File: src/hdl/nss_ram.sv
module nss_ram #(
   parameter int Width = 8,
   parameter int Depth = 16
) (
   input  logic                     clock,
   input  logic                     wr_en,
   input  logic [$clog2(Depth)-1:0] wr_addr,
   input  logic [Width-1:0]         wr_data,
   input  logic [$clog2(Depth)-1:0] rd_addr,
   output logic [Width-1:0]         rd_data
);
   logic [Width-1:0] mem [Depth];

   always_ff @(posedge clock) begin
      if (wr_en) begin
         mem[wr_addr] <= wr_data;
      end
      rd_data <= mem[rd_addr];
   end
endmodule

File: config.mk
export PLATFORM = sky130hd
export DESIGN_NAME = nss_ram
export DESIGN_NICKNAME = d
export VERILOG_FILES = /design/src/hdl/nss_ram.sv
export SDC_FILE = /design/constraint.sdc
export NUM_CORES = 1
export LEC_CHECK = 0
export BUFFER_PORTS_ARGS = -buffer_cell sky130_fd_sc_hd__buf_4
export CORE_UTILIZATION = 54
export CTS_CLUSTER_SIZE = 10
export DETAILED_ROUTE_END_ITERATION = 7
export PLACE_DENSITY = 0.8
export SKIP_LAST_GASP = 1
export SLEW_MARGIN = 20
export SYNTH_ARGS = -nofsm -noshare
export SYNTH_HDL_FRONTEND = slang
export SYNTH_SLANG_ARGS = --single-unit
File: constraint.sdc
create_clock -name clock -period 1.6 [get_ports clock]
set_clock_uncertainty 0.05 [all_clocks]
set_input_delay 0.08 -clock clock [delete_from_list [all_inputs] [get_ports clock]]
set_output_delay 0.08 -clock clock [all_outputs]
set_load 0.03 [all_outputs]
==> results of run 1 <==
==> per-stage QoR <==
step                area [µm²]  hold WS, ns  total power [µW]
finish                    6290       0.0278              8120
global route              6290       0.0244              8330
CTS                       6290      0.00487              8160
detailed placement        5640        0.340              4540
global placement          5640        0.326              4520
floorplan                 5150        0.129              4320
==> cells in the mapped netlist (all sizes together) <==
library cell	instances
a22oi	16
nand2	9
dfxtp	8
nand3	1
mux4	32
nor3	4
buf	7
and2b	1
nand3b	2
clkdlybuf4s25	3
or3b	1
nand2b	2
nor2	13
and2	1
edfxtp	128
nor2b	1
==> critical path: cells and delay by family, from the launching register on <==
kind / cells / cell delay (ns)
compound gates: 1 / 0.27
flops: 1 / 0.40
simple gates: 1 / 0.12
mux: 1 / 0.49
==> logic make-up after synthesis <==
| logic type | after synthesis |
|---|---|
| multiplexers | 32 |
| flip-flops | 136 |
| AND/OR/NAND/NOR | 35 |
| AO/OA/AOI/OAI | 16 |
| buffers and inverters | 10 |
==> layout by cell type, fill, tap and decap left out, drive strengths merged <==
cell	synthesis	layout
nor3	4	4
clkbuf	0	23
and2	1	1
or3b	1	1
nor2	13	13
nand2b	2	2
mux4	32	32
bufinv	0	2
a22oi	16	16
clkinv	0	7
nor2b	1	1
edfxtp	128	128
nand2	9	9
dfxtp	8	8
buf	7	50
nand3b	2	2
nand3	1	1
and2b	1	1
dlygate4sd3	0	9
==> how the worst min path moves through the flow <==
| stage | startpoint | end | slack [ns] | cells past startpoint |
|---|---|---|---|---|
| floorplan | wr_data[0] | mem[0][0] | 0.13 | 0 |
| global placement | wr_data[2] | mem[5][2] | 0.33 | 1 |
| detailed placement | wr_data[1] | mem[4][1] | 0.34 | 1 |
| CTS | wr_addr[0] | mem[0][3] | 0.005 | 3 |
| global route | wr_addr[0] | mem[0][3] | 0.02 | 3 |
| finish | rd_addr[1] | rd_data[3] | 0.03 | 4 |
==> power groups by stage <==
stage	Combinational (µW)	Sequential (µW)	Clock, µW
after global placement	439	4080	0
after detailed placement	453	4080	0
final	472	4010	3630
after CTS	474	4010	3670
after floorplan	202	4120	0
after global routing	502	4010	3810
==> state kept, by name, indices dropped and copies added (netlist names) <==
signal / cells
rd_data: 8
mem: 128
==> routing by layer <==
layer  GRT usage (%)  vias to the layer above
li1                -                     1111
met1            29.4                     1324
met2            36.4                      109
met3            5.62                       13
met4            10.9                        0
met5               0                        -
==> final cells by class <==
type,count,area [µm²]
Multi-Input combinational cell,83,1060
Clock inverter,9,98.8
Fill cell,550,2950
Timing Repair Buffer,59,503
Tap cell,129,161
Sequential cell,136,4000
Clock buffer,23,457
==> flow_summary.toml, run 1 <==
[status]
outcome = "completed"

[cts]
cts-root-buf = "clkbuf_8"
clk_latency_ns = 0.52
post_cts_buffers = 0
hold_buffers = 9
tritoncts = "yes"
numCtsBuffers = 17
path_clk_slew_ns = 0.06
ctsResizeCount = 0
cts.sinks = 136
cts_buffer_depth = 2
htree_levels = 4

[synthesis]
synth_fa_ha_area_share_pct = 0
ys_seq_area_share_pct = 77.8
ys_ff_latch = 136
ys_top_cells_by_area = "edfxtp_1 (75%), mux4_2 (7.9%), mux4_1 (7.1%)"
yosysWarnings = 0
synth_fp_nets = 247
synth_top_area_share_pct = 74.7
yosys.area_share.simple_pct = 3.18
avgSynthCellArea_um2 = 22.5
synthMuxAreaShare_pct = 15.0
syn_area_mm2 = 0.00515
yosysTopAreaCell = "edfxtp_1"
synth_compound_area_share_pct = 2.33
synth.distinct_cells = 19
netlist_instances = 229
synth_top_family_by_area = "multiplexers"
synth-xor-area-share_pct = 0

[detailed_routing]
ant_nets = 0
firstDrtPassIters = 4
vias = 2557
dr_wl_met3_um = 561
wl_met1_mm = 4.21
topRoutingLayerUsed = "met4"
postRouteWirelength_mm = 10.1
drc = 0
wl_met2_mm = 5.21
post_drt_via_cell_ratio = 5.82
drt_first_iter_violations = 222
wl_per_cell_um = 23.1

[min_path]
hp-class = "in -> reg"

[grt]
grt_pass1_wl_mm = 15.1
grt_max_degree = 22
antenna_found_initial = 0
grt_pass1_vias = 2589
grtUsageTotal_pct = 22.7
gr-total-overflow = 0

[floorplan]
rows = 35
die-area_mm2 = 0.00993
die_height_um = 99.6
die_w_um = 99.6
start_util_pct = 55.7
ioPinCount = 26
fp.coreArea_mm2 = 0.00924

[worst_setup_path]
cp-startpoint = "mem[2][4]"
worstSetupStartpointType = "flip-flop"
required_ns = 1.94
cpMaxStageDelayCell = "mux4_2"
worstReg2RegEnd = "rd_data[4]"
endpoint = "rd_data[4]"
end_kind = "flip-flop"
path_max_fanout = 1
crit_type = "reg -> reg"
max_stage_delay_ns = 0.49
reg2reg_depth = 3
crit_path_cell_trace = "mux4_2, a22oi_1, nand2_1"
r2r_setup_slack_ns = 0.14
crit_arrival_ns = 1.79
rr_startpoint = "mem[2][4]"

[timing]
fin_crit_sh_pct = 91.0
rsz0062_at_grt = "false"
setup_ws_ns = 0.145
period_needed_ns = 1.46
finalHoldViolations = 0
maxSlewHeadroom_pct = 72.0
setup_viol = 0
tightest_slew_ns = 0.419
slew_violations = 0
clock.fmax_mhz = 687
setup_tns_ns = 0

[power]
p_clk_share_pct = 44.8
power_per_cell_area_mw_per_mm2 = 1290
power.share.switching_pct = 20.2
p_switching_uw = 1640
seq_power_share_pct = 49.4
max-vdd-ir-drop_mv = 0.734
p_int_uw = 6480
p_leak_uw = 0.00218
comb_power_share_pct = 5.8

[final_layout]
syn_to_final_growth_pct = 22.1
postLayoutCoreUtil_pct = 68.0
layout-drive-gt1-share_pct = 31.6
diodes = 0
layout.nets = 315
fin_cells = 439

[run]
drv_cap = 0

[placement]
post-place-ws_ns = 0.0439
place.gp.congestion = 0.754
dpl.cell_count = 398
dp_hpwl_mm = 6.29
port_buffers = 25
Power figures use the tool's default switching activity.
==> run 2, diff against run 1 <==
--- a/config.mk
+++ b/config.mk
@@ -9,7 +9,7 @@
 export CORE_UTILIZATION = 54
 export CTS_CLUSTER_SIZE = 10
 export DETAILED_ROUTE_END_ITERATION = 7
-export PLACE_DENSITY = 0.8
+export PLACE_DENSITY = 0.74
 export SKIP_LAST_GASP = 1
 export SLEW_MARGIN = 20
 export SYNTH_ARGS = -nofsm -noshare
==> flow_summary.toml, run 2 (synthesis results as in run 1) <==
[final_layout]
diodes = 0
multi_input_area_mm2 = 0.00106
layout-drive-gt1-share_pct = 31.7
fin_cells = 435
largest-register = "mem"
fill_cells = 568
layout.nets = 311
layout_common_cells = "edfxtp_1 (128), buf_4 (44), mux4_2 (18)"
layout_top_registers = "mem: 128 flops, rd_data: 8 flops"
largest_reg_flops = 128
final_common_cell = "edfxtp_1"
regArea_mm2 = 0.00400
syn_to_final_growth_pct = 23.5

[detailed_routing]
ant_nets = 0
vias = 2472
firstDrtPassIters = 4
postRouteWirelength_mm = 9.11
wl_per_cell_um = 20.9
post_drt_via_cell_ratio = 5.68
drc = 0
drt_first_iter_violations = 154

[grt]
grt_pass1_vias = 2637
grtUsageTotal_pct = 21.1
antenna_found_initial = 0
met1_usage_pct = 26.5
gr-total-overflow = 0
busiest_layer = "met2"
grt_max_degree = 21
grtUsageMet2_pct = 34.3
grt_pass1_wl_mm = 14.4
grt_util_met3_pct = 5.34

[worst_setup_path]
cp_top_family = "multiplexers"
r2r_setup_slack_ns = 0.20
cpMaxStageDelayCell = "mux4_1"
max_stage_delay_ns = 0.50
required_ns = 1.93
rr_startpoint = "mem[9][3]"
crit_path_cell_trace = "mux4_1, a22oi_1, nand2_1"
cp.buffers_inverters = 0
worstReg2RegEnd = "rd_data[3]"
crit_type = "reg -> reg"
crit_arrival_ns = 1.74
end_kind = "flip-flop"
path_max_fanout = 1
reg2reg_depth = 3
worstSetupStartpointType = "flip-flop"

[power]
power_per_cell_area_mw_per_mm2 = 1370
p_leak_uw = 0.00220
seq_power_share_pct = 45.8
p_switching_uw = 1660
p_int_uw = 7080
power.share.switching_pct = 19.0
comb_power_share_pct = 5.2
p_clk_share_pct = 48.9
max-vdd-ir-drop_mv = 0.744

[placement]
place.gp.congestion = 0.700
dp_hpwl_mm = 5.79
dpl.cell_count = 395
port_buffers = 25

[timing]
rsz0062_at_grt = "false"
period_needed_ns = 1.40
setup_tns_ns = 0
fin_crit_sh_pct = 87.7
finalHoldViolations = 0
setup_viol = 0
slew_violations = 0
tightest_slew_ns = 0.426
clock.fmax_mhz = 713
maxSlewHeadroom_pct = 71.6

[cts]
numCtsBuffers = 17
tritoncts = "yes"
cts_buffer_depth = 2
hold_buffers = 8
cts.sinks = 136
post_cts_buffers = 0
htree_levels = 4
ctsResizeCount = 0
cts-root-buf = "clkbuf_8"
path_clk_slew_ns = 0.06
clk_latency_ns = 0.51

[floorplan]
die_height_um = 99.6
rows = 35
fp.coreArea_mm2 = 0.00924
start_util_pct = 55.7
die_w_um = 99.6
ioPinCount = 26
die-area_mm2 = 0.00993

[run]
drv_cap = 0

[min_path]
min_to = "mem[0][6]"
hold_start = "wr_addr[1]"
hp-class = "in -> reg"
hold_depth = 3

[status]
outcome = "completed"
-- run 2: cell types whose count changed in the layout (fill, tap and decap cells not counted) --
cell / change
clkbuf_8: -1
clkinv_2: -4
clkinv_4: +2
clkbuf_1: -2
clkinvlp_4: +1
buf_4: -3
bufinv_16: +4
dlygate4sd3_1: -1
-- run 2: worst max-delay path by stage --
| stage | startpoint | to | cells past startpoint |
|---|---|---|---|
| floorplan | wr_addr[2] | mem[3][0] | 2 |
| global placement | rd_addr[0] | rd_data[3] | 5 |
| detailed placement | rd_addr[0] | rd_data[3] | 5 |
| CTS | mem[9][3] | rd_data[3] | 3 |
| global route | mem[9][3] | rd_data[3] | 3 |
| finish | mem[9][3] | rd_data[3] | 3 |
-- run 2: power groups by stage --
stage	sequential [µW]	combinational [µW]	clock, µW
floorplan	4120	202	0
CTS	4010	465	4330
finish	4010	456	4280
global route	4010	490	4470
global placement	4080	435	0
detailed placement	4080	444	0
-- run 2: final cells by class --
cell class / count / share of cell area [%]
clock inverter: 12 / 3.52
timing repair buffer: 55 / 7.40
multi-input combinational: 83 / 16.7
sequential: 136 / 63.0
tap: 129 / 2.54
clock buffer: 20 / 6.85
-- run 2: through the flow --
step	cell area (µm²)	power, µW	hold slack (ns)	setup slack [ns]	util [%]
final	6360	8740	0.0399	0.197	68.8
after floorplan	5150	4320	0.129	0.204	-
after global placement	5620	4510	0.334	0.113	60.8
after detailed placement	5620	4520	0.336	0.0993	60.8
after CTS	6360	8800	0.0159	0.180	68.8
after global routing	6360	8980	0.0223	0.0897	68.8
-- run 2: routing by layer --
layer	up-vias	share of wire, %
met5	-	0
met3	16	4.3
li1	1103	-
met4	0	2.3
met2	77	52
met1	1276	41
-- run 2: worst min-delay path: cells and delay by family --
family	cells	cell delay [ns]
buffers and inverters	2	0.29
AND/OR/NAND/NOR	1	0.05
==> run 3, diff against run 2 <==
--- a/config.mk
+++ b/config.mk
@@ -5,11 +5,12 @@
 export SDC_FILE = /design/constraint.sdc
 export NUM_CORES = 1
 export LEC_CHECK = 0
+export ABC_AREA = 1
 export BUFFER_PORTS_ARGS = -buffer_cell sky130_fd_sc_hd__buf_4
-export CORE_UTILIZATION = 54
+export CORE_UTILIZATION = 55
 export CTS_CLUSTER_SIZE = 10
 export DETAILED_ROUTE_END_ITERATION = 7
-export PLACE_DENSITY = 0.74
+export PLACE_DENSITY = 0.75
 export SKIP_LAST_GASP = 1
 export SLEW_MARGIN = 20
 export SYNTH_ARGS = -nofsm -noshare
==> flow_summary.toml, run 3 <==
[status]
outcome = "completed"

[grt]
gr-total-overflow = 0
grt_max_degree = 65
antenna_found_initial = 0
grt_pass1_wl_mm = 20.4
grtUsageTotal_pct = 25.8
grt_pass1_vias = 3803

[synthesis]
ys_seq_area_share_pct = 69.4
synth_fp_nets = 569
synth.distinct_cells = 12
netlist_instances = 551
synth_top_area_share_pct = 66.7
ys_ff_latch = 136
ys.flop_type = "edfxtp_1"
synth-edff-count = 128
synth_common_cells = "nand2_1 (173), edfxtp_1 (128), inv_1 (100), nand3_1 (97), nor2_1 (17)"
async_flop_share_pct = 0
yosysMostFrequentCell = "nand2_1"
syn_area_mm2 = 0.00577
avgSynthCellArea_um2 = 10.5
yosysWarnings = 0
ys_top_cells_by_area = "edfxtp_1 (67%), nand2_1 (11%), nand3_1 (8.4%)"
yosysTopAreaCell = "edfxtp_1"

[floorplan]
ioPinCount = 26
fp.coreArea_mm2 = 0.0102
rows = 37
start_util_pct = 56.4
die_w_um = 104
die-area_mm2 = 0.0109
die_height_um = 104

[timing]
holdWs_ns = 0.0661
finalHoldViolations = 0
slew_violations = 0
setup_ws_ns = 0.100
fin_crit_sh_pct = 93.7
setup_tns_ns = 0
maxSlewHeadroom_pct = 63.0
rsz0062_at_grt = "false"
setup_viol = 0
tightest_slew_ns = 0.553
clock.fmax_mhz = 667
period_needed_ns = 1.50

[detailed_routing]
postRouteWirelength_mm = 13.0
topRoutingLayerUsed = "met4"
wl_met2_mm = 6.37
drc = 0
firstDrtPassIters = 5
drt_first_iter_violations = 284
wl_per_cell_um = 17.3
wl_met1_mm = 5.38
dr_wl_met3_um = 879
ant_nets = 0
vias = 3936
post_drt_via_cell_ratio = 5.22

[min_path]
min_to = "rd_data[2]"
hp-class = "in -> reg"
hold_depth = 6
hold_start = "rd_addr[1]"

[worst_setup_path]
r2r_setup_slack_ns = 0.10
reg2reg_depth = 7
crit_type = "reg -> reg"
max_stage_delay_ns = 0.54
cpMaxStageDelayCell = "dlygate4sd3_1"
crit_path_cell_trace = "inv_1, nand2_1, nand3_1, nand3_2, nand3_2, dlygate4sd3_1, nand2_1"
worstSetupStartpointType = "flip-flop"
end_kind = "flip-flop"
path_max_fanout = 1
worstReg2RegEnd = "rd_data[7]"
required_ns = 1.98
crit_arrival_ns = 1.88
cp_top_family = "buffers and inverters"
cp.buffers_inverters = 2
rr_startpoint = "mem[8][7]"

[final_layout]
largest_reg_flops = 128
layout-drive-gt1-share_pct = 13.4
final_common_cell = "nand2_1"
layout_common_cells = "nand2_1 (173), edfxtp_1 (128), inv_1 (100)"
largest-register = "mem"
diodes = 0
fill_cells = 749
layout.nets = 623
syn_to_final_growth_pct = 19.7
layout_top_registers = "mem: 128 flops, rd_data: 8 flops"

[placement]
post-place-ws_ns = 0.256
place.gp.congestion = 0.856
port_buffers = 25
dp_hpwl_mm = 7.74

[power]
max-vdd-ir-drop_mv = 0.738
power_per_cell_area_mw_per_mm2 = 1230
p_leak_uw = 0.00300

[cts]
cts_buffer_depth = 2
clk_latency_ns = 0.54
tritoncts = "yes"
numCtsBuffers = 17
cts-root-buf = "clkbuf_8"
htree_levels = 4
path_clk_slew_ns = 0.06
cts.sinks = 136

[run]
drv_cap = 0
[run 3: cell count changes in the layout (fill, tap and decap cells not counted), sizes merged, moves of 2 or more]
cell | before | now
nand2 | 9 | 173
inv | 0 | 104
nand3 | 1 | 97
mux4 | 32 | 0
a22oi | 16 | 0
bufinv | 6 | 2
dlygate4sd3 | 8 | 12
nor2 | 13 | 17
nor3 | 4 | 0
clkinvlp | 1 | 4
nand2b | 2 | 0
[run 3: logic make-up after synthesis]
logic type | count (synthesis) | synth area share [%]
and+or+nand+nor | 289 | 21.0
DFF | 136 | 69.4
buffers and inverters | 126 | 9.52
[run 3: final cells by class]
class | instances | area, µm² | area share [%]
multi-input cells | 289 | 1220 | 17.7
repair buffers | 59 | 523 | 7.58
clock inverters | 12 | 143 | 2.07
flip-flops and latches | 136 | 4000 | 58.0
well taps | 136 | 170 | 2.47
inverters | 102 | 383 | 5.55
clock buffers | 20 | 455 | 6.60
[run 3: timing repair]
action / 4_1_cts / 5_1_grt
hold buffers: 12 / 0
resized for setup: 0 / 2
setup buffers: 0 / 0
setup endpoints to repair: 0 / 1
hold endpoints to repair: 136 / 0
[run 3: worst max-delay path by stage]
stage                     cells past startpoint         end       start  slack [ns]
final                                         7  rd_data[7]   mem[8][7]        0.10
after global routing                          7  rd_data[7]   mem[8][7]       0.008
after global placement                        8  rd_data[2]  rd_addr[0]        0.29
after CTS                                     7  rd_data[7]   mem[8][7]        0.11
after detailed placement                      8  rd_data[2]  rd_addr[0]        0.26
after floorplan                               2  mem[10][0]  wr_addr[2]        0.52
[run 3: metal layers]
| layer | track usage (%) | vias up |
|---|---|---|
| li1 | - | 1886 |
| met4 | 12.2 | 0 |
| met1 | 33.2 | 1858 |
| met2 | 41.4 | 165 |
| met3 | 6.27 | 27 |
| met5 | 0 | - |
[run 3: report_power, final]
part / total [µW] / internal [µW] / switching [µW]
clock: 3860 / 2360 / 1500
combinational: 595 / 200 / 395
sequential: 4000 / 3980 / 22.5
total: 8460 / 6540 / 1920
[run 3: tightest hold or removal path, stage by stage]
cell and delay, ns:
buf_4 0.09, inv_2 0.15, nand2_1 0.12, nand3_1 0.06
nand3_1 0.06, nand2_1 0.04
[run 3: stage by stage]
stage               cells  total power [µW]  utilization, %  cell area [µm²]
global route          754              8690            67.5             6900
CTS                   754              8490            67.4             6890
finish                754              8460            67.5             6900
floorplan             551              4400               -             5770
detailed placement    710              4640            60.3             6170
global placement      710              4630            60.3             6170
