--- config.mk ---
export PLATFORM = sky130hd
export DESIGN_NAME = nss_root
export DESIGN_NICKNAME = d
export VERILOG_FILES = /design/src/hdl/nss_pkg.sv /design/src/hdl/nss_root.sv
export SDC_FILE = /design/constraint.sdc
export NUM_CORES = 1
export LEC_CHECK = 0
export BUFFER_PORTS_ARGS = -buffer_cell sky130_fd_sc_hd__buf_2
export CAP_MARGIN = 30
export CORE_MARGIN = 4
export CORE_UTILIZATION = 60
export CTS_BUF_LIST = sky130_fd_sc_hd__clkbuf_4 sky130_fd_sc_hd__clkbuf_8
export CTS_CLUSTER_SIZE = 12
export DETAILED_ROUTE_END_ITERATION = 8
export PLACE_DENSITY = 0.77
export SLEW_MARGIN = 25
export SYNTH_ARGS = -nofsm -noshare
export SYNTH_HDL_FRONTEND = slang
export SYNTH_SLANG_ARGS = --single-unit
export TNS_END_PERCENT = 30
--- constraint.sdc ---
create_clock -name clock -period 3.77 [get_ports clock]
set_input_delay 0.377 -clock clock [delete_from_list [all_inputs] [get_ports clock]]
set_output_delay 0.377 -clock clock [all_outputs]
set_load 0.03 [all_outputs]
--- src/hdl/nss_pkg.sv ---
package nss_pkg;

   localparam int MaxSegments = 256;
   localparam int AddrWidth   = (MaxSegments > 1) ? $clog2(MaxSegments) : 1;
   localparam int CountWidth  = $clog2(MaxSegments + 1);
   localparam int CoordWidth  = 24;
   localparam int PointWidth  = 2 * CoordWidth;
   localparam int IndexWidth  = 8;
   localparam int TWidth      = 17;
   localparam int DistWidth   = 50;
   localparam int RootWidth   = 25;
   localparam logic [TWidth-1:0] TOne = TWidth'(65536);

   typedef logic signed [CoordWidth-1:0] coord_type;

   typedef enum logic [1:0] {
      OP_APPEND = 2'd0,
      OP_QUERY  = 2'd1,
      OP_CLEAR  = 2'd2,
      OP_NONE   = 2'd3
   } op_type;

   typedef enum logic [2:0] {
      ST_LOADED = 3'd0,
      ST_FULL   = 3'd1,
      ST_FOUND  = 3'd2,
      ST_EMPTY  = 3'd3,
      ST_CLEARED = 3'd4
   } status_type;

   typedef enum logic [3:0] {
      S_IDLE, S_READ, S_DIFF, S_PROD, S_SUM, S_DIV, S_MUL, S_NEAR, S_ESQ, S_CMP,
      S_ROOT, S_RESP
   } state_type;

   typedef struct packed {
      logic start;
      logic [DistWidth-1:0] value;
   } root_req_type;

   typedef struct packed {
      logic busy;
      logic done;
      logic [RootWidth-1:0] root;
   } root_stat_type;

endpackage

--- src/hdl/nss_root.sv ---
// Bit-pair restoring square root, one result bit per cycle.
module nss_root (
   input  logic                  clock,
   input  logic                  reset,
   input  nss_pkg::root_req_type req,
   output nss_pkg::root_stat_type stat
);
   localparam int Steps = nss_pkg::DistWidth / 2;

   logic [nss_pkg::DistWidth-1:0] rem_ff, rem_in, val_ff, val_in;
   logic [nss_pkg::RootWidth-1:0] root_ff, root_in;
   logic [4:0] cnt_ff, cnt_in;
   logic busy_ff, busy_in, done_ff, done_in;
   logic [nss_pkg::DistWidth+1:0] trial;
   logic [nss_pkg::DistWidth+1:0] shifted;

   always_comb begin
      rem_in  = rem_ff;
      val_in  = val_ff;
      root_in = root_ff;
      cnt_in  = cnt_ff;
      busy_in = busy_ff;
      done_in = 1'b0;
      shifted = {rem_ff, val_ff[nss_pkg::DistWidth-1 -: 2]};
      trial   = {{(nss_pkg::DistWidth+2-nss_pkg::RootWidth-2){1'b0}}, root_ff, 2'b01};
      if (req.start) begin
         rem_in  = '0;
         val_in  = req.value;
         root_in = '0;
         cnt_in  = 5'(Steps);
         busy_in = 1'b1;
      end else if (busy_ff) begin
         val_in = {val_ff[nss_pkg::DistWidth-3:0], 2'b00};
         if (shifted >= trial) begin
            rem_in  = nss_pkg::DistWidth'(shifted - trial);
            root_in = {root_ff[nss_pkg::RootWidth-2:0], 1'b1};
         end else begin
            rem_in  = nss_pkg::DistWidth'(shifted);
            root_in = {root_ff[nss_pkg::RootWidth-2:0], 1'b0};
         end
         cnt_in = cnt_ff - 5'd1;
         if (cnt_ff == 5'd1) begin
            busy_in = 1'b0;
            done_in = 1'b1;
         end
      end
   end

   always_ff @(posedge clock) begin
      if (reset) begin
         busy_ff <= 1'b0;
         done_ff <= 1'b0;
         cnt_ff  <= '0;
      end else begin
         busy_ff <= busy_in;
         done_ff <= done_in;
         cnt_ff  <= cnt_in;
      end
      rem_ff  <= rem_in;
      val_ff  <= val_in;
      root_ff <= root_in;
   end

   assign stat.busy = busy_ff;
   assign stat.done = done_ff;
   assign stat.root = root_ff;
endmodule

==> results of run 1 <==
==> cell families (layout without fill, tap and decap cells) <==
logic type | after synthesis | count (layout) | share of synthesized area
multiplexers | 74 | 74 | 0.1084
AO/OA/AOI/OAI | 178 | 178 | 0.1773
flip-flops | 132 | 132 | 0.4255
XOR/XNOR | 36 | 36 | 0.04268
AND/OR/NAND/NOR | 229 | 229 | 0.1475
adder cells (fa/ha/maj) | 29 | 29 | 0.04912
buffers and inverters | 91 | 162 | 0.04946
==> layer usage <==
layer  share of wire  wire, µm  vias up
met3           0.076      1212       32
met1            0.45      7195     2769
li1                -         -     2942
met2            0.46      7311      213
met5               0         0        -
met4           0.020       320        0
==> through the flow <==
step | std cells | setup WS [ns] | power [µW] | cell area, µm² | util
5_1_grt | 987 | 0.02000 | 4939 | 8219 | 0.6843
2_1_floorplan | 769 | 0.3737 | 3107 | 7387 | -
4_1_cts | 987 | 0.1683 | 4636 | 8217 | 0.6841
6_report | 987 | 0.2099 | 4634 | 8219 | 0.6843
3_5_place_dp | 955 | 0.1917 | 3474 | 7840 | 0.6527
3_3_place_gp | 955 | 0.3642 | 3430 | 7840 | 0.6527
==> Yosys cell counts, types with 24 or more instances <==
cell       n
dfxtp_1   82
mux2_2    48
clkbuf_1  36
ha_1      29
edfxtp_1  50
o21ai_0   28
a311oi_1  24
nor2_1    88
a21oi_1   31
nand2_1   62
mux2i_1   26
inv_1     40
==> worst max path at each step <==
stage	endpoint	slack [ns]
global route	rem_ff[42]	0.02
detailed placement	rem_ff[43]	0.19
CTS	rem_ff[43]	0.17
finish	rem_ff[43]	0.21
floorplan	rem_ff[43]	0.37
global placement	rem_ff[43]	0.36
==> report_power, final <==
part / total (µW) / switching (µW) / internal, µW
sequential: 1770 / 126 / 1640
clock: 1160 / 621 / 536
combinational: 1710 / 977 / 732
total: 4630 / 1720 / 2910
==> worst max-delay path: cells and delay by family (launching register included) <==
| family | cells | cell delay [ns] |
|---|---|---|
| fa+ha+maj | 1 | 0.41 |
| flops | 1 | 0.38 |
| buf+inv | 1 | 0.06 |
| simple gates | 3 | 1.25 |
| compound gates | 5 | 1.38 |
==> state kept, by name, indices dropped and copies added (netlist names) <==
| name | cells |
|---|---|
| busy_ff | 1 |
| cnt_ff | 5 |
| done_ff | 1 |
| rem_ff | 50 |
| root_ff | 25 |
| val_ff | 50 |
==> final cells by class <==
type / instances / share of cell area
Tap cell: 147 / 0.02238
Clock inverter: 15 / 0.01735
Clock buffer: 17 / 0.02847
Sequential cell: 132 / 0.3829
Multi-Input combinational cell: 546 / 0.4722
Inverter: 40 / 0.01827
Timing Repair Buffer: 90 / 0.05846
==> results_dict.tcl, run 1 <==
set metrics [dict create \
    cts.path.max_buffers 2 \
    ys_async_sr_fraction 0 \
    routed_wirelength_mm 16.04 \
    postCtsHoldBufs 0 \
    cpMostUsedCell "or4_1" \
    tightest_slew_ns 0.8934 \
    layout_common_cells "nor2_1, dfxtp_1, buf_2, nand2_1, edfxtp_1" \
    finalHoldViolCount 0 \
    gp_congestion 0.9245 \
    synth_top_area_frac 0.2222 \
    synth_edf_count 50 \
    synth_nets 851 \
    drt_first_pass_iters 5 \
    grt_use_met2 0.3591 \
    min_from "reset" \
    worst-r2r-cell-count 10 \
    grt_remaining_overflow 0 \
    numClockSinks 132 \
    final_common_cell "nor2_1" \
    finalSetupTns_ns 0 \
    cp_max_fo 16 \
    post-route-period-util 0.9443 \
    ir_drop_uv 354.5 \
    critPathLaunchType "flop" \
    startpoint "root_ff[6]" \
    drt_iter0_drc 526 \
    netlist_area_um2 7387 \
    regToRegSetupSlack_ns 0.21 \
    cts_tree "done" \
    finClkSkew_ns 0.01292 \
    ys_top_cells_by_area "dfxtp_1, edfxtp_1, mux2_2" \
    die_area_um2 14150 \
    clkTransAtPathRegs_ns 0.08 \
    pin_count 80 \
    period_needed_ns 3.560 \
    fmax_ghz 0.2809 \
    ant_nets 0 \
    synthDistinctLibCells 68 \
    hold_depth 2 \
    htree_num_levels 4 \
    portBuffers 79 \
    initial_core_util 0.6150 \
    fillers 941 \
    p_per_area_nw_per_um2 563.9 \
    grt_max_degree 64 \
    top_usage_layer "met2" \
    worstPathRequired_ns 4.14 \
    worst-setup-path-type "flop to flop" \
    arrival_ns 3.93 \
    postCtsSetupRepairBufs 0 \
    multiInputGateArea_um2 3881 \
    status "finished clean" \
    clk_latency_ns 0.46 \
    grt_util_met3 0.06790 \
    drive_gt1_frac 0.2250 \
    crit_chain "inv_1, ha_1, a211oi_1, o21ai_0, a32o_1, or4_1, a31oi_2, nor2_2, or4_1, a311oi_2" \
    r2r_start "root_ff[6]" \
    min_path_type "input pin to flop" \
    worstReg2RegEnd "rem_ff[43]" \
    track_usage 0.2346 \
    yosys_warnings 0 \
    worstHoldEndpoint "busy_ff" \
    maxCapViolCount 0 \
    fp.dieH_um 119.0 \
    diodes 0 \
    grt_pass1_wl_mm 27.39 \
    cp_slowest_cell "or4_1" \
    vias 5956 \
    layout.nets 909 \
    slew_violations 0 \
    routedWlPerCell_um 16.25 \
    antenna_found_initial 0 \
    slew_headroom 0.4032 \
    slowest_delay_ns 0.53 \
    areaGrowthSynthToFinish_pct 11.26 \
    cts_root_buffer "clkbuf_8" \
    finalSetupViolCount 0 \
    num_rows 40 \
    drc_errors 0 \
    netlist_instances 769 \
    avgSynthCellArea_um2 9.606 \
    cp-end-kind "flop" \
    grt_pass1_vias 5682 \
    synth_top_area_cell "dfxtp_1" \
    cts_buffers 17 \
    p_leak_uw 0.003286 \
    dpl.hpwl_mm 11.22 \
    die_w_um 119.0 \
    core_um2 12010 \
    rsz0062_at_grt "no" \
    synth_flop_cell "dfxtp_1" \
    ff_latch_area_um2 3147 \
    ys_seq_elements 132 \
    gr-usage-met1 0.3158 \
    hold_ws_ns 0.1688 \
    ys_seq_area_frac 0.4255 \
    via_per_inst 6.034 \
    cts_resized 0 \
]
Note: power is estimated with default switching activity, not from simulation.
==> inputs of run 2 (changes only) <==
--- a/config.mk
+++ b/config.mk
@@ -5,9 +5,9 @@
 export SDC_FILE = /design/constraint.sdc
 export NUM_CORES = 1
 export LEC_CHECK = 0
+export ABC_AREA = 1
 export BUFFER_PORTS_ARGS = -buffer_cell sky130_fd_sc_hd__buf_2
 export CAP_MARGIN = 30
-export CORE_MARGIN = 4
 export CORE_UTILIZATION = 60
 export CTS_BUF_LIST = sky130_fd_sc_hd__clkbuf_4 sky130_fd_sc_hd__clkbuf_8
 export CTS_CLUSTER_SIZE = 12
==> results_dict.tcl, run 2 <==
set metrics [dict create \
    status "finished clean" \
    fillers 1247 \
    p_per_area_nw_per_um2 1031 \
    numClockSinks 132 \
    worst_slack_ns 1.177 \
    cts_tree "done" \
    tightest_slew_ns 0.6601 \
    final_common_cell "nand2_1" \
    sequentialPowerShare 0.202 \
    routedWlPerCell_um 14.00 \
    vias 8168 \
    antenna_found_initial 0 \
    rsz0062_at_grt "no" \
    synth_edf_count 50 \
    critPathLaunchType "flop" \
    startpoint "root_ff[15]" \
    worstPathRequired_ns 4.10 \
    cp.depth 14 \
    grt_pass1_vias 7716 \
    cts_buffers 17 \
    post-route-period-util 0.6879 \
    ys_async_sr_fraction 0 \
    avgSynthCellArea_um2 6.445 \
    met1_length_mm 9.832 \
    finalHoldViolCount 0 \
    cpMostUsedCell "nand2_1" \
    maxCapViolCount 0 \
    crit_path_end "rem_ff[8]" \
    p_leak_uw 0.004839 \
    die_w_um 119.8 \
    gp_congestion 1.013 \
    finalSetupTns_ns 0 \
    min_path_type "input pin to flop" \
    portBuffers 79 \
    switching_power_uw 5225 \
    ir_drop_uv 496.2 \
    netlist_instances 1292 \
    yosys_warnings 0 \
    ys_top_cells_by_area "nand2_1, dfxtp_1, edfxtp_1" \
    slowest_delay_ns 0.36 \
    ant_nets 0 \
    wl_met3_mm 1.629 \
    pin_count 80 \
    areaGrowthSynthToFinish_pct 10.83 \
    slew_headroom 0.5599 \
    drt_iter0_drc 821 \
    routed_wirelength_mm 21.71 \
    grt_max_degree 70 \
    initial_core_util 0.6214 \
    core_um2 13400 \
    worstReg2RegEnd "rem_ff[8]" \
    cp_slowest_cell "dfxtp_1" \
    postCtsSetupRepairBufs 0 \
    drive_gt1_frac 0.1047 \
    clockPowerShare 0.124 \
    combPwrFrac 0.674 \
    reg_top3 "rem_ff x50, val_ff x50, root_ff x25" \
    ys_seq_elements 132 \
    postCtsHoldBufs 0 \
    grt_pass1_wl_mm 36.25 \
    track_usage 0.3199 \
    finClkSkew_ns 0.01322 \
    synth_nets 1374 \
    diodes 0 \
    cp_max_fo 57 \
    drt_first_pass_iters 6 \
    arrival_ns 2.92 \
    fin_cells 1551 \
    crit_buf_inv 2 \
    hold_depth 2 \
    wl_met2_mm 9.754 \
    synth_top_area_cell "nand2_1" \
    swShare 0.5494 \
    die_area_um2 14350 \
    worst-setup-path-type "flop to flop" \
    cts.path.max_buffers 2 \
    period_needed_ns 2.593 \
    regToRegSetupSlack_ns 1.18 \
    ys_seq_area_frac 0.3775 \
    dpl.hpwl_mm 16.10 \
    cp_top_family "simple AND/OR/NAND/NOR gates" \
    layout.nets 1444 \
    synth_flop_cell "dfxtp_1" \
    yosysMostFrequentCell "nand2_1" \
    hold_ws_ns 0.1029 \
    clkTransAtPathRegs_ns 0.08 \
    cp-end-kind "flop" \
    synth_common_cells "nand2_1, inv_1, dfxtp_1, nor2_1, nand3_1" \
    synthDistinctLibCells 35 \
    fp.dieH_um 119.8 \
    num_rows 42 \
    crit_chain "inv_1, ha_1, nand2_1, nor2_2, nand2_1, nor2_2, nand2_1, nor2_1, nor2_1, nand2_2, buf_12, o21ai_0, nand2_1, o21ai_0" \
    drc_errors 0 \
    preCtsSetupSlack_ns 1.266 \
    fmax_ghz 0.3856 \
    synth_top_area_frac 0.2551 \
    cts_root_buffer "clkbuf_8" \
    cts_resized 0 \
    htree_num_levels 4 \
    top_layer "met4" \
    clk_latency_ns 0.47 \
    slew_violations 0 \
    netlist_area_um2 8327 \
    grt_remaining_overflow 0 \
    via_per_inst 5.266 \
    layout_common_cells "nand2_1, inv_1, dfxtp_1, nor2_1, buf_2" \
    place_area_um2 8852 \
    p_int_uw 4286 \
    dp_cells 1519 \
    final_area_um2 9229 \
    r2r_start "root_ff[15]" \
    worst-r2r-cell-count 14 \
    finalSetupViolCount 0 \
]
run 2: area by class of cell:
type | count | area [µm²] | share of cell area
repair buffers | 88 | 488.0 | 0.05287
multi-input cells | 930 | 4275 | 0.4633
inverters | 193 | 725.7 | 0.07863
flip-flops and latches | 132 | 3143 | 0.3406
well taps | 176 | 220.2 | 0.02386
clock inverters | 13 | 127.6 | 0.01383
clock buffers | 19 | 249.0 | 0.02698
run 2: cells by family after synthesis:
group,synth area share
AOI/OAI and AO/OA,0.07318
adders and majority gates,0.04358
buffers and inverters,0.1097
and+or+nand+nor,0.3719
DFF,0.3775
xor gates and xnor gates,0.02419
run 2: worst register-to-register path: stages (launching register included):
cell and delay, ns:
dfxtp_1 0.36, inv_1 0.09, ha_1 0.36, nand2_1 0.14, nor2_2 0.16, nand2_1 0.12, nor2_2 0.13, nand2_1 0.05
nor2_1 0.12, nor2_1 0.07, nand2_2 0.23, buf_12 0.27, o21ai_0 0.20, nand2_1 0.07, o21ai_0 0.09
run 2: worst min path at each step:
stage	from	endpoint	slack [ns]
finish	reset	cnt_ff[4]	0.10
global route	reset	cnt_ff[4]	0.09
CTS	reset	cnt_ff[4]	0.09
detailed placement	rem_ff[48]	rem_ff[48]	0.45
global placement	rem_ff[48]	rem_ff[48]	0.44
floorplan	rem_ff[48]	rem_ff[48]	0.43
run 2: per-layer routing:
metal	vias to the layer above	global-route usage
li1	4176	-
met1	3661	0.4260
met2	291	0.5145
met3	40	0.06654
met4	0	0.1117
met5	-	0
run 2: per-stage QoR:
step / total power (µW) / utilization
final: 9512 / 0.6887
after global routing: 10460 / 0.6887
after CTS: 9368 / 0.6887
after detailed placement: 8151 / 0.6606
after global placement: 8123 / 0.6606
after floorplan: 6678 / -
run 2: power by group through the flow:
stage | clock network [µW] | logic (µW) | registers [µW]
detailed placement | 0 | 6210 | 1940
floorplan | 0 | 4790 | 1890
CTS | 1180 | 6270 | 1910
global route | 1250 | 7260 | 1950
finish | 1180 | 6410 | 1920
global placement | 0 | 6180 | 1940
==> inputs of run 3 (changes only) <==
--- a/config.mk
+++ b/config.mk
@@ -8,11 +8,11 @@
 export ABC_AREA = 1
 export BUFFER_PORTS_ARGS = -buffer_cell sky130_fd_sc_hd__buf_2
 export CAP_MARGIN = 30
-export CORE_UTILIZATION = 60
+export CORE_UTILIZATION = 56
 export CTS_BUF_LIST = sky130_fd_sc_hd__clkbuf_4 sky130_fd_sc_hd__clkbuf_8
 export CTS_CLUSTER_SIZE = 12
 export DETAILED_ROUTE_END_ITERATION = 8
-export PLACE_DENSITY = 0.77
+export PLACE_DENSITY = 0.75
 export SLEW_MARGIN = 25
 export SYNTH_ARGS = -nofsm -noshare
 export SYNTH_HDL_FRONTEND = slang
==> constraint.sdc (replaced) <==
create_clock -name clock -period 2.1 [get_ports clock]
set_input_delay 0.21 -clock clock [delete_from_list [all_inputs] [get_ports clock]]
set_output_delay 0.21 -clock clock [all_outputs]
set_load 0.03 [all_outputs]
==> results_dict.tcl, run 3 (same netlist as run 2, synthesis figures left out) <==
set metrics [dict create \
    layout_common_cells "nand2_1, buf_4, inv_1, buf_2, nor2_1" \
    areaGrowthSynthToFinish_pct 42.28 \
    hold_ws_ns 0.01120 \
    min_from "req[45]" \
    die_w_um 123.9 \
    worstPathRequired_ns 2.53 \
    diodes 0 \
    dpl.hpwl_mm 18.17 \
    cp_top_family "simple AND/OR/NAND/NOR gates" \
    cpMostUsedCell "nand2_1" \
    cts_tree "done" \
    finClkSkew_ns 0.02741 \
    maxCapViolCount 0 \
    grt_pass1_vias 8920 \
    antenna_found_initial 0 \
    cts.path.max_buffers 2 \
    clkTransAtPathRegs_ns 0.09 \
    regToRegSetupSlack_ns -0.17 \
    final_common_cell "nand2_1" \
    drive_gt1_frac 0.3182 \
    clk_latency_ns 0.48 \
    grt_remaining_overflow 0 \
    tightest_slew_ns 0.5381 \
    vias 9700 \
    pin_count 80 \
    drt_first_pass_iters 6 \
    crit_chain "inv_2, ha_4, nand2_2, nor2_4, nand2_2, nor2_2, nand2_1, nor2_2, nor2_2, nand2_4, buf_12, buf_12, nand3_1, nand2_1, nand2_1, nand2_1" \
    worst_slack_ns -0.1695 \
    hold_depth 3 \
    routedWlPerCell_um 16.21 \
    routed_wirelength_mm 28.72 \
    worstHoldEndpoint "val_ff[45]" \
    drt_iter0_drc 982 \
    rsz0062_at_grt "yes" \
    grt_pass1_wl_mm 42.40 \
    initial_core_util 0.5729 \
    crit_buf_inv 3 \
    die_area_um2 15360 \
    grt_max_degree 52 \
    violations "negative setup slack" \
    gp_congestion 1.002 \
    finalHoldViolCount 0 \
    worstReg2RegEnd "rem_ff[19]" \
    cts_buffers 17 \
    track_usage 0.3651 \
    status "complete, but fails checks" \
    slowest_delay_ns 0.36 \
    slew_headroom 0.6413 \
    portBuffers 79 \
    cp-end-kind "flop" \
    cp_max_fo 8 \
    critPathLaunchType "flop" \
    htree_num_levels 4 \
    cp_slowest_cell "dfxtp_2" \
    reg_top3 "rem_ff x50, val_ff x50, root_ff x25" \
    arrival_ns 2.70 \
    ant_nets 0 \
    r2r_start "root_ff[15]" \
    numClockSinks 132 \
    worst-r2r-cell-count 16 \
    worst-setup-path-type "flop to flop" \
    fmax_ghz 0.4406 \
    min_path_type "input pin to flop" \
    layout.nets 1656 \
    slew_violations 0 \
    fillers 913 \
    core_um2 14530 \
    finalSetupViolCount 41 \
    fp.dieH_um 123.9 \
    cts_root_buffer "clkbuf_8" \
    via_per_inst 5.477 \
    num_rows 44 \
    period_needed_ns 2.269 \
    post-route-period-util 1.081 \
    drc_errors 0 \
]
run 3: worst register-to-register path, cell delays in order, from the launching register on:
cell	delay, ns
dfxtp_2	0.36
inv_2	0.06
ha_4	0.30
nand2_2	0.08
nor2_4	0.15
nand2_2	0.10
nor2_2	0.16
nand2_1	0.08
nor2_2	0.13
nor2_2	0.06
nand2_4	0.10
buf_12	0.18
buf_12	0.15
nand3_1	0.11
nand2_1	0.11
nand2_1	0.07
nand2_1	0.06
run 3: repair_timing:
item	CTS	global route
cloned	2	3
endpoints found under the hold margin	22	0
pin swaps	21	48
setup endpoints to repair	51	51
hold buffers	21	0
resized for setup	91	130
buffers inserted	15	7
run 3: area by class of cell:
type | count | area, µm² | area share
Clock buffer | 18 | 241.5 | 0.02038
Timing Repair Buffer | 300 | 2278 | 0.1923
Tap cell | 184 | 230.2 | 0.01943
Clock inverter | 14 | 165.2 | 0.01394
Sequential cell | 132 | 3174 | 0.2679
Multi-Input combinational cell | 930 | 5020 | 0.4237
Inverter | 193 | 738.2 | 0.06231
run 3: layer usage:
metal,vias up,part of all wire,GRT usage
li1,4598,-,-
met1,4439,0.40,0.4572
met2,536,0.47,0.6021
met3,127,0.087,0.08837
met4,0,0.043,0.1488
met5,-,0,0
run 3: worst max-delay path by stage:
| stage | startpoint | to | slack, ns | depth (start not counted) |
|---|---|---|---|---|
| floorplan | root_ff[9] | rem_ff[37] | -0.14 | 15 |
| global placement | root_ff[13] | rem_ff[5] | -0.16 | 14 |
| detailed placement | root_ff[21] | rem_ff[21] | -0.23 | 13 |
| CTS | root_ff[11] | rem_ff[33] | 0.00002 | 17 |
| global route | root_ff[15] | rem_ff[19] | -0.24 | 16 |
| finish | root_ff[15] | rem_ff[19] | -0.17 | 16 |
run 3: per-stage QoR:
step | setup WS [ns] | TNS (ns) | std cells | util | area, µm²
2_1_floorplan | -0.1381 | -3.467 | 1292 | - | 8328
5_1_grt | -0.2420 | -7.658 | 1771 | 0.8152 | 11850
3_3_place_gp | -0.1571 | -3.825 | 1692 | 0.6976 | 10140
6_report | -0.1695 | -3.510 | 1771 | 0.8152 | 11850
4_1_cts | 0.00001532 | 0 | 1762 | 0.7841 | 11400
3_5_place_dp | -0.2316 | -6.887 | 1692 | 0.6976 | 10140
Power of run 3 is left out: the tool's default activity adds up to more than one toggle a clock period on the data nets, which glitch-free logic cannot reach.
